<file path="src/rtl/sle_pkg.sv">
// Shared types and constants for the sequential list engine.
// Used by the channel interfaces, the controller, the datapath and the top level.
`default_nettype none

package sle_pkg;

    localparam int OP_W     = 3;
    localparam int POS_W    = 5;
    localparam int DATA_W   = 32;
    localparam int LEN_W    = 5;
    localparam int STATUS_W = 2;

    // Request opcodes; the codes above OP_CLEAR do nothing
    localparam logic [OP_W-1:0] OP_READ    = 3'd0;
    localparam logic [OP_W-1:0] OP_INSERT  = 3'd1;
    localparam logic [OP_W-1:0] OP_DELETE  = 3'd2;
    localparam logic [OP_W-1:0] OP_REPLACE = 3'd3;
    localparam logic [OP_W-1:0] OP_CLEAR   = 3'd4;

    // Reply status codes
    localparam logic [STATUS_W-1:0] ST_OK     = 2'd0;
    localparam logic [STATUS_W-1:0] ST_BADPOS = 2'd1;
    localparam logic [STATUS_W-1:0] ST_FULL   = 2'd2;

    // Controller to datapath
    typedef struct packed {
        logic load;       // capture the request, read the store at its position
        logic decide;     // capture reply data and status
        logic start_ins;  // walk index starts at the list end
        logic start_del;  // walk index starts at the request position
        logic move_rd;    // read the neighbor of the walk index
        logic move_wr;    // write the neighbor word at the walk index, step
        logic write_val;  // store the request value at the request position
        logic inc_count;
        logic dec_count;
        logic clr_count;
        logic publish;    // load the output register
    } sle_cmd_t;

    // Datapath to controller
    typedef struct packed {
        logic is_insert;
        logic is_delete;
        logic is_replace;
        logic is_clear;
        logic op_ok;      // operation passes its position and full checks
        logic move_more;  // another word remains to shift
        logic out_free;   // output register can take a reply this cycle
    } sle_stat_t;

endpackage

`default_nettype wire

</file>
<file path="src/rtl/sle_if.sv">
// Valid/ready channel interfaces for requests and replies of the list engine.
// Depends on sle_pkg for the field widths.
`default_nettype none

interface sle_req_if;
    logic                        valid;
    logic                        ready;
    logic [sle_pkg::OP_W-1:0]    opcode;
    logic [sle_pkg::POS_W-1:0]   position;
    logic [sle_pkg::DATA_W-1:0]  value;

    modport source (output valid, output opcode, output position, output value, input ready);
    modport sink   (input valid, input opcode, input position, input value, output ready);
endinterface

interface sle_rsp_if;
    logic                          valid;
    logic                          ready;
    logic [sle_pkg::DATA_W-1:0]    data_out;
    logic [sle_pkg::LEN_W-1:0]     list_length;
    logic [sle_pkg::STATUS_W-1:0]  status;

    modport source (output valid, output data_out, output list_length, output status,
                    input ready);
    modport sink   (input valid, input data_out, input list_length, input status,
                    output ready);
endinterface

`default_nettype wire

</file>
<file path="src/rtl/sle_controller.sv">
// Sequencing state machine of the list engine: accepts a request, steps the
// datapath through checks and word moves, and hands the reply off. Uses sle_pkg.
`default_nettype none

module sle_controller (
    input  wire logic                clk,
    input  wire logic                rst_n,
    input  wire logic                req_valid,
    output logic                     req_ready,
    input  wire sle_pkg::sle_stat_t  stat,
    output sle_pkg::sle_cmd_t        cmd
);

    typedef enum logic [2:0] {
        S_IDLE,
        S_DECODE,
        S_MOVE_CHK,
        S_MOVE_WR,
        S_FINISH
    } state_t;

    state_t state_reg;
    state_t state_next;

    assign req_ready = (state_reg == S_IDLE);

    always_comb
    begin
        state_next = state_reg;
        cmd        = '0;
        case (state_reg)
            S_IDLE:
            begin
                if (req_valid)
                begin
                    cmd.load   = 1'b1;
                    state_next = S_DECODE;
                end
            end
            S_DECODE:
            begin
                cmd.decide = 1'b1;
                state_next = S_FINISH;
                if (stat.op_ok)
                begin
                    if (stat.is_replace)
                    begin
                        cmd.write_val = 1'b1;
                    end
                    else if (stat.is_insert)
                    begin
                        cmd.start_ins = 1'b1;
                        state_next    = S_MOVE_CHK;
                    end
                    else if (stat.is_delete)
                    begin
                        cmd.start_del = 1'b1;
                        state_next    = S_MOVE_CHK;
                    end
                    else if (stat.is_clear)
                    begin
                        cmd.clr_count = 1'b1;
                    end
                end
            end
            S_MOVE_CHK:
            begin
                if (stat.move_more)
                begin
                    cmd.move_rd = 1'b1;
                    state_next  = S_MOVE_WR;
                end
                else
                begin
                    // gap is open (insert) or closed (delete): finish the update
                    if (stat.is_insert)
                    begin
                        cmd.write_val = 1'b1;
                        cmd.inc_count = 1'b1;
                    end
                    else
                    begin
                        cmd.dec_count = 1'b1;
                    end
                    state_next = S_FINISH;
                end
            end
            S_MOVE_WR:
            begin
                cmd.move_wr = 1'b1;
                state_next  = S_MOVE_CHK;
            end
            S_FINISH:
            begin
                // hold until the output register is free
                if (stat.out_free)
                begin
                    cmd.publish = 1'b1;
                    state_next  = S_IDLE;
                end
            end
            default:
            begin
                state_next = S_IDLE;
            end
        endcase
    end

    always_ff @(posedge clk or negedge rst_n)
    begin
        if (!rst_n)
        begin
            state_reg <= S_IDLE;
        end
        else
        begin
            state_reg <= state_next;
        end
    end

    assert property (@(posedge clk) disable iff (!rst_n)
        cmd.load |=> (state_reg == S_DECODE))
        else $error("accepted request did not move to decode");

    assert property (@(posedge clk) disable iff (!rst_n)
        cmd.move_rd |=> cmd.move_wr)
        else $error("move read not followed by move write");

    assert property (@(posedge clk) disable iff (!rst_n)
        cmd.publish |=> req_ready)
        else $error("controller not idle after reply handoff");

endmodule

`default_nettype wire

</file>
<file path="src/rtl/sle_datapath.sv">
// Datapath of the list engine: word store, length counter, walk index,
// request capture, position checks and the reply output register. Uses sle_pkg and sle_if.
`default_nettype none

module sle_datapath #(
    parameter int DEPTH = 16,
    parameter int WIDTH = 32
) (
    input  wire logic                          clk,
    input  wire logic                          rst_n,
    input  wire sle_pkg::sle_cmd_t             cmd,
    output sle_pkg::sle_stat_t                 stat,
    input  wire logic [sle_pkg::OP_W-1:0]      opcode,
    input  wire logic [sle_pkg::POS_W-1:0]     position,
    input  wire logic [sle_pkg::DATA_W-1:0]    value,
    sle_rsp_if.source                          rsp
);

    localparam int AW    = (DEPTH > 1) ? $clog2(DEPTH) : 1;
    localparam int CNT_W = $clog2(DEPTH + 1);
    localparam int CMP_W = (CNT_W > sle_pkg::POS_W) ? CNT_W : sle_pkg::POS_W;

    logic [WIDTH-1:0]              mem [DEPTH];
    logic [WIDTH-1:0]              rd_data_reg;

    logic [sle_pkg::OP_W-1:0]      op_reg;
    logic [sle_pkg::POS_W-1:0]     pos_reg;
    logic [WIDTH-1:0]              val_reg;
    logic [CNT_W-1:0]              count_reg;
    logic [AW-1:0]                 k_reg;
    logic [WIDTH-1:0]              res_data_reg;
    logic [sle_pkg::STATUS_W-1:0]  res_status_reg;

    logic                          out_valid_reg;
    logic [sle_pkg::DATA_W-1:0]    out_data_reg;
    logic [sle_pkg::LEN_W-1:0]     out_len_reg;
    logic [sle_pkg::STATUS_W-1:0]  out_status_reg;

    logic [CMP_W-1:0]              pos_cmp;
    logic [CMP_W-1:0]              cnt_cmp;
    logic [CMP_W-1:0]              k_cmp;
    logic                          in_range;
    logic                          ins_pos_ok;
    logic                          full;
    logic                          is_read;
    logic                          is_insert;
    logic                          is_delete;
    logic                          is_replace;
    logic                          is_clear;
    logic                          op_ok;
    logic [sle_pkg::STATUS_W-1:0]  status_code;

    logic                          rd_en;
    logic [AW-1:0]                 rd_addr;
    logic                          wr_en;
    logic [AW-1:0]                 wr_addr;
    logic [WIDTH-1:0]              wr_data;

    assign pos_cmp    = CMP_W'(pos_reg);
    assign cnt_cmp    = CMP_W'(count_reg);
    assign k_cmp      = CMP_W'(k_reg);
    assign in_range   = (pos_cmp < cnt_cmp);
    assign ins_pos_ok = (pos_cmp <= cnt_cmp);
    assign full       = (count_reg >= CNT_W'(DEPTH));

    assign is_read    = (op_reg == sle_pkg::OP_READ);
    assign is_insert  = (op_reg == sle_pkg::OP_INSERT);
    assign is_delete  = (op_reg == sle_pkg::OP_DELETE);
    assign is_replace = (op_reg == sle_pkg::OP_REPLACE);
    assign is_clear   = (op_reg == sle_pkg::OP_CLEAR);

    always_comb
    begin
        op_ok       = 1'b0;
        status_code = sle_pkg::ST_OK;
        case (op_reg)
            sle_pkg::OP_READ, sle_pkg::OP_DELETE, sle_pkg::OP_REPLACE:
            begin
                op_ok       = in_range;
                status_code = in_range ? sle_pkg::ST_OK : sle_pkg::ST_BADPOS;
            end
            sle_pkg::OP_INSERT:
            begin
                // bad position takes priority over a full list
                op_ok = ins_pos_ok && !full;
                if (!ins_pos_ok)
                begin
                    status_code = sle_pkg::ST_BADPOS;
                end
                else if (full)
                begin
                    status_code = sle_pkg::ST_FULL;
                end
            end
            sle_pkg::OP_CLEAR:
            begin
                op_ok = 1'b1;
            end
            default:
            begin
                op_ok = 1'b0;
            end
        endcase
    end

    always_comb
    begin
        stat.is_insert  = is_insert;
        stat.is_delete  = is_delete;
        stat.is_replace = is_replace;
        stat.is_clear   = is_clear;
        stat.op_ok      = op_ok;
        // insert walks down from the list end, delete walks up from the position
        stat.move_more  = is_insert ? (k_cmp > pos_cmp) : ((k_cmp + CMP_W'(1)) < cnt_cmp);
        stat.out_free   = !out_valid_reg || rsp.ready;
    end

    // Store ports
    assign rd_en   = cmd.load || cmd.move_rd;
    assign rd_addr = cmd.load  ? AW'(position)
                   : is_insert ? (k_reg - AW'(1))
                   :             (k_reg + AW'(1));
    assign wr_en   = cmd.move_wr || cmd.write_val;
    assign wr_addr = cmd.move_wr ? k_reg : AW'(pos_reg);
    assign wr_data = cmd.move_wr ? rd_data_reg : val_reg;

    always_ff @(posedge clk)
    begin
        if (wr_en)
        begin
            mem[wr_addr] <= wr_data;
        end
        if (rd_en)
        begin
            rd_data_reg <= mem[rd_addr];
        end
    end

    // Request capture and reply data
    always_ff @(posedge clk)
    begin
        if (cmd.load)
        begin
            op_reg  <= opcode;
            pos_reg <= position;
            val_reg <= WIDTH'(value);
        end
        if (cmd.decide)
        begin
            res_data_reg   <= (op_ok && (is_read || is_delete || is_replace)) ? rd_data_reg
                                                                              : '0;
            res_status_reg <= status_code;
        end
        if (cmd.start_ins)
        begin
            k_reg <= AW'(count_reg);
        end
        else if (cmd.start_del)
        begin
            k_reg <= AW'(pos_reg);
        end
        else if (cmd.move_wr)
        begin
            k_reg <= is_insert ? (k_reg - AW'(1)) : (k_reg + AW'(1));
        end
        if (cmd.publish)
        begin
            out_data_reg   <= sle_pkg::DATA_W'(res_data_reg);
            out_len_reg    <= sle_pkg::LEN_W'(count_reg);
            out_status_reg <= res_status_reg;
        end
    end

    always_ff @(posedge clk or negedge rst_n)
    begin
        if (!rst_n)
        begin
            count_reg     <= '0;
            out_valid_reg <= 1'b0;
        end
        else
        begin
            if (cmd.clr_count)
            begin
                count_reg <= '0;
            end
            else if (cmd.inc_count)
            begin
                count_reg <= count_reg + CNT_W'(1);
            end
            else if (cmd.dec_count)
            begin
                count_reg <= count_reg - CNT_W'(1);
            end

            if (cmd.publish)
            begin
                out_valid_reg <= 1'b1;
            end
            else if (rsp.ready)
            begin
                out_valid_reg <= 1'b0;
            end
        end
    end

    assign rsp.valid       = out_valid_reg;
    assign rsp.data_out    = out_data_reg;
    assign rsp.list_length = out_len_reg;
    assign rsp.status      = out_status_reg;

    assert property (@(posedge clk) disable iff (!rst_n)
        count_reg <= CNT_W'(DEPTH))
        else $error("list length above store depth");

    assert property (@(posedge clk) disable iff (!rst_n)
        cmd.inc_count |-> !full)
        else $error("length increment on a full list");

    assert property (@(posedge clk) disable iff (!rst_n)
        cmd.dec_count |-> (count_reg != '0))
        else $error("length decrement on an empty list");

    assert property (@(posedge clk) disable iff (!rst_n)
        cmd.publish |-> (!out_valid_reg || rsp.ready))
        else $error("reply overwrites a transaction not yet taken");

endmodule

`default_nettype wire

</file>
<file path="src/rtl/sequential_list_engine_core.sv">
// Sequential list engine: an ordered list of up to DEPTH words of WIDTH bits.
// Channels: req (opcode, position, value) and rsp (data_out, list_length,
// status), both valid/ready; a transaction moves at an edge with valid and
// ready high. Exactly one rsp transaction follows each req transaction, in order.
// States from req transaction to rsp valid, with the receiver ready:
//   read, replace, clear, unused opcodes, rejected requests: decode, finish
//   insert at p: decode, length - p word moves, write of the value, finish
//   delete at p: decode, length - 1 - p word moves, finish
// One request is worked at a time; the next is taken once the previous reply
// sits in the output register. Each word move of an insert or delete is a read
// and a write: the store has one read and one write port with registered read
// data, so a word is read in one cycle and written one place over in the next.
// Reset clears the length and the output valid; the store holds no reset
// value and needs no clearing pass, since only words below the length are read.
// A stalled receiver holds the reply in the output register; one more request
// may be taken and worked meanwhile, and it waits for the register to drain.
// Depends on sle_pkg, sle_if, sle_controller and sle_datapath.
`default_nettype none

module sequential_list_engine_core #(
    parameter int DEPTH = 16,
    parameter int WIDTH = 32
) (
    input  wire logic  clk,
    input  wire logic  rst_n,
    sle_req_if.sink    req,
    sle_rsp_if.source  rsp
);

    sle_pkg::sle_cmd_t  cmd;
    sle_pkg::sle_stat_t stat;

    sle_controller u_ctrl (
        .clk       (clk),
        .rst_n     (rst_n),
        .req_valid (req.valid),
        .req_ready (req.ready),
        .stat      (stat),
        .cmd       (cmd)
    );

    sle_datapath #(
        .DEPTH (DEPTH),
        .WIDTH (WIDTH)
    ) u_dp (
        .clk      (clk),
        .rst_n    (rst_n),
        .cmd      (cmd),
        .stat     (stat),
        .opcode   (req.opcode),
        .position (req.position),
        .value    (req.value),
        .rsp      (rsp)
    );

endmodule

`default_nettype wire
</file>
<file path="src/flat_wrapper.sv">
// flat-port wrapper written by rule: the top's interface ports become plain ports
module sequential_list_engine_core_flat 
#(
    parameter int DEPTH = 16,
    parameter int WIDTH = 32
)
  (clk, rst_n, req_valid, req_opcode, req_position, req_value, req_ready, rsp_valid, rsp_data_out, rsp_list_length, rsp_status, rsp_ready);
  sle_req_if req_i ();
  sle_rsp_if rsp_i ();
  input  wire logic clk;
  input  wire logic rst_n;
  input wire logic [$bits(req_i.valid)-1:0] req_valid;
  input wire logic [$bits(req_i.opcode)-1:0] req_opcode;
  input wire logic [$bits(req_i.position)-1:0] req_position;
  input wire logic [$bits(req_i.value)-1:0] req_value;
  output wire logic [$bits(req_i.ready)-1:0] req_ready;
  output wire logic [$bits(rsp_i.valid)-1:0] rsp_valid;
  output wire logic [$bits(rsp_i.data_out)-1:0] rsp_data_out;
  output wire logic [$bits(rsp_i.list_length)-1:0] rsp_list_length;
  output wire logic [$bits(rsp_i.status)-1:0] rsp_status;
  input wire logic [$bits(rsp_i.ready)-1:0] rsp_ready;
  assign req_i.valid = req_valid;
  assign req_i.opcode = req_opcode;
  assign req_i.position = req_position;
  assign req_i.value = req_value;
  assign req_ready = req_i.ready;
  assign rsp_valid = rsp_i.valid;
  assign rsp_data_out = rsp_i.data_out;
  assign rsp_list_length = rsp_i.list_length;
  assign rsp_status = rsp_i.status;
  assign rsp_i.ready = rsp_ready;
  sequential_list_engine_core #(.DEPTH(DEPTH), .WIDTH(WIDTH)) u_core (.clk(clk), .rst_n(rst_n), .req(req_i), .rsp(rsp_i));
endmodule
</file>
<file path="config.mk">
export PLATFORM = sky130hd
export DESIGN_NAME = sequential_list_engine_core_flat
export DESIGN_NICKNAME = d
export VERILOG_FILES = /design/src/rtl/sle_pkg.sv /design/src/rtl/sle_if.sv /design/src/rtl/sle_controller.sv /design/src/rtl/sle_datapath.sv /design/src/rtl/sequential_list_engine_core.sv /design/src/flat_wrapper.sv
export SDC_FILE = /design/constraint.sdc
export NUM_CORES = 1
export LEC_CHECK = 0
export ABC_AREA = 1
export BUFFER_PORTS_ARGS = -buffer_cell sky130_fd_sc_hd__buf_2
export CORE_AREA = 2 2 269 271
export DETAILED_ROUTE_END_ITERATION = 16
export DIE_AREA = 0 0 271 273
export GPL_TIMING_DRIVEN = 0
export PLACE_DENSITY = 0.6
export SYNTH_ARGS = -nofsm -noshare
export SYNTH_HDL_FRONTEND = slang
export SYNTH_HIERARCHICAL = 1
export SYNTH_SLANG_ARGS = --single-unit
</file>
<file path="constraint.sdc">
create_clock -name clk -period 5.1 [get_ports clk]
set_clock_uncertainty 0.15 [all_clocks]
set_input_delay 0.255 -clock clk [delete_from_list [all_inputs] [get_ports clk]]
set_output_delay 0.255 -clock clk [all_outputs]
set_load 0.02 [all_outputs]
</file>
==> reports/results.ini <==
[clock_tree]
clock-root-buffer = clkbuf_16
numCtsBuffers = 71
postCtsSetupRepairBufs = 0
h-tree-depth = 3
clkTransAtPathRegs_ps = 60
clk_latency_ps = 620
clock_path_buffers = 3
cts.sinks = 670
cts_tree = built
ctsResizeCount = 0

[die]
io_pins = 85
floorplan.initialDensity_pct = 41.7
core-area_sq_um = 71000
fp-row-count = 98
die_w_um = 271
fp.dieH_um = 273
die_area_sq_um = 74000

[timing]
max_slew_margin_pct = 20.5
fmax_mhz = 246
holdWs_ps = 201
finalCriticalPeriod_ps = 4070
post-route-period-util_pct = 79.8
rsz0062_at_grt = no
setup_viol = 0
slew_viol_final = 0
tightest_slew_ps = 1190
fin_setup_tns_ps = 0
hold_violations = 0
layout_setup_ws_ps = 1030

[worst_setup_path]
cp_num_buf_inv = 2
start_kind = flip-flop
path_cells = ha_1, nand2_1, nor2_1, ha_1, nand2_1, nor2_1, o21ai_0, o2111ai_1, nand2_1, inv_1, nand4_1, nand2_1, or2_2, nand3_1, nor2_4, buf_12
cp_common_cell = nand2_1
cpLargestDelayFamily = simple AND/OR/NAND/NOR gates
critPathMaxStageDelay_ps = 700
cp.required_ps = 5250
cp_num_cells = 16
slowest_stage = nor2_4
crit_arrival_ps = 4220
crit_path_max_fanout = 18
critPathKind = flip-flop to flip-flop
ff2ff_path_depth = 16
cp-end-kind = flip-flop

[job]
drv_cap = 0

[routing]
via_per_inst = 5.15
drc = 0
drt-pass1-iter-count = 5
ant_nets = 0
drt-initial-drc-count = 2365
detail_route.wl_per_cell_um = 21.0
vias = 21100
routed_wl_um = 86000

[cells_and_area]
nets = 3165
final_cells = 4103
area_growth_pct = 16.8
fin_util_pct = 48.7
num_antenna_cells = 0
layout-drive-gt1-share_pct = 11.8
top_register = u_core/u_dp/mem
finalInstanceArea_sq_um = 34600
largest_reg_flops = 512

[placement]
gp_congestion = 0.908
dpl-instance-area_sq_um = 32000
dp.cells = 3933
io_buffers = 84
hpwl_um = 58600
pre_cts_slack_ps = 1070

[power_and_ir_drop]
total_power_mw = 17.6
power_leakage_nw = 15.1
p_per_area_nw_per_um2 = 509
vdd_drop_max_mv = 0.292

[status]
outcome = completed

[grt]
grt_first_pass_wirelength_um = 126000
grt_max_degree = 39
grtUsageTotal_pct = 23.1
first_global_vias = 20100
antenna_found_initial = 0
overflow = 0

[synth]
ys_ff_latch = 670
synth_nets = 2917
synth_cell_types = 33
netlist_area_sq_um = 29600
synth_seq_area_share_pct = 67.8
yosysWarnings = 6
syn_area_per_cell_sq_um = 10.4
syn_inst = 2852

[min_path]
hold_class = input pin to flip-flop
hold_path_depth = 2

[Yosys cell counts]
| cell | count | area share [%] |
|---|---|---|
| a21boi_0 | 1 | 0.025 |
| a21oi_1 | 12 | 0.20 |
| a22oi_1 | 1 | 0.025 |
| buf_1 | 10 | 0.13 |
| buf_2 | 93 | 1.6 |
| buf_4 | 13 | 0.33 |
| buf_6 | 3 | 0.11 |
| clkbuf_1 | 25 | 0.32 |
| dfrtp_1 | 9 | 0.76 |
| edfxtp_1 | 661 | 67 |
| fa_1 | 2 | 0.14 |
| ha_1 | 19 | 0.80 |
| inv_1 | 555 | 7.0 |
| inv_2 | 3 | 0.038 |
| inv_4 | 1 | 0.021 |
| nand2_1 | 750 | 9.5 |
| nand2_2 | 2 | 0.042 |
| nand2_4 | 3 | 0.11 |
| nand3_1 | 508 | 8.6 |
| nand3b_1 | 32 | 0.81 |
| nand4_1 | 3 | 0.063 |
| nor2_1 | 68 | 0.86 |
| nor2_4 | 1 | 0.038 |
| nor3_1 | 7 | 0.12 |
| nor4_1 | 2 | 0.042 |
| o2111ai_1 | 1 | 0.030 |
| o211ai_1 | 1 | 0.025 |
| o21ai_0 | 47 | 0.79 |
| o21ai_1 | 2 | 0.034 |
| o22ai_1 | 4 | 0.084 |
| or2_2 | 6 | 0.13 |
| xnor2_1 | 1 | 0.030 |
| xor2_1 | 6 | 0.18 |
[final timing paths]
path / start / end / slack, ps
hold reg to reg: u_core/u_dp/res_data_reg[21] / u_core/u_dp/rsp.data_out[21] / 270
setup / recovery: u_core/u_dp/k_reg[0] / u_core/u_dp/mem[12][10] / 1030
hold / removal: req_value[19] / u_core/u_dp/val_reg[19] / 200
setup reg to reg: u_core/u_dp/k_reg[0] / u_core/u_dp/mem[12][10] / 1030
min in group asynchronous: rst_n / u_core/u_ctrl/state_reg[2] / 500
max in group asynchronous: rst_n / u_core/u_dp/cnt_cmp[4] / 3980
[routing by layer]
metal  up-vias  global-route usage, %  wire length (um)
met4         0                   8.71              2870
met2       967                   38.7             41400
met3       164                   3.44              7380
li1       9769                      -                 -
met1     10200                   30.4             34300
met5         -                      0                 0
[layout make-up]
type	count	area (sq um)
plain buffers	144	728
clock buffers	95	1930
clock inverters	31	230
fillers	6289	36400
inverters	559	2100
multi-input cells	1479	6860
flip-flops and latches	670	20100
well taps	950	1190
repair buffers	175	1480
[worst register-to-register path: cells and delay by family, from the launching register on]
family	cells	cell delay, ps
AO/OA/AOI/OAI	2	180
adder cells (fa/ha/maj)	2	570
AND/OR/NAND/NOR	10	1930
buffers and inverters	2	380
flip-flops	1	520
[logic make-up (layout without fill, tap and decap cells)]
kind of cell / count (synthesis) / count (layout) / synth area share (%)
buffers and inverters: 703 / 1004 / 9.55
AND/OR/NAND/NOR: 1382 / 1382 / 20.3
AO/OA/AOI/OAI: 69 / 69 / 1.22
XOR/XNOR: 7 / 7 / 0.207
adder cells (fa/ha/maj): 21 / 21 / 0.938
flip-flops: 670 / 670 / 67.8
[cell usage in the layout (no fill, tap or decap), types with 4 or more instances in the layout]
cell and count:
xor2_1 6, buf_12 14, o21ai_1 30, nor2_1 51
clkbuf_16 73, clkinv_1 12, nand2_1 750, buf_4 34
nor2_4 18, edfxtp_1 661, nand3_1 508, or2_2 6
a21oi_1 12, nand3b_1 32, clkinvlp_4 4, o21ai_2 4
dfrtp_1 9, clkbuf_1 45, dlygate4sd3_1 44, inv_1 555
buf_6 12, ha_1 19, o22ai_1 4, clkinv_2 9
buf_1 10, o21ai_0 15, buf_2 177, nor3_1 7
[power by group]
part           total [mW]  internal, mW  switching [mW]
registers            7.13          6.97           0.165
logic                5.59          1.45            4.14
clock network        4.87          2.76            2.11
total                17.6          11.2            6.41
[timing repair]
action                                  in CTS  in global routing
hold endpoints to repair                    52                  0
hold buffers                                44                  0
endpoints found under the setup margin       0                  0
Power figures use the tool's default switching activity.
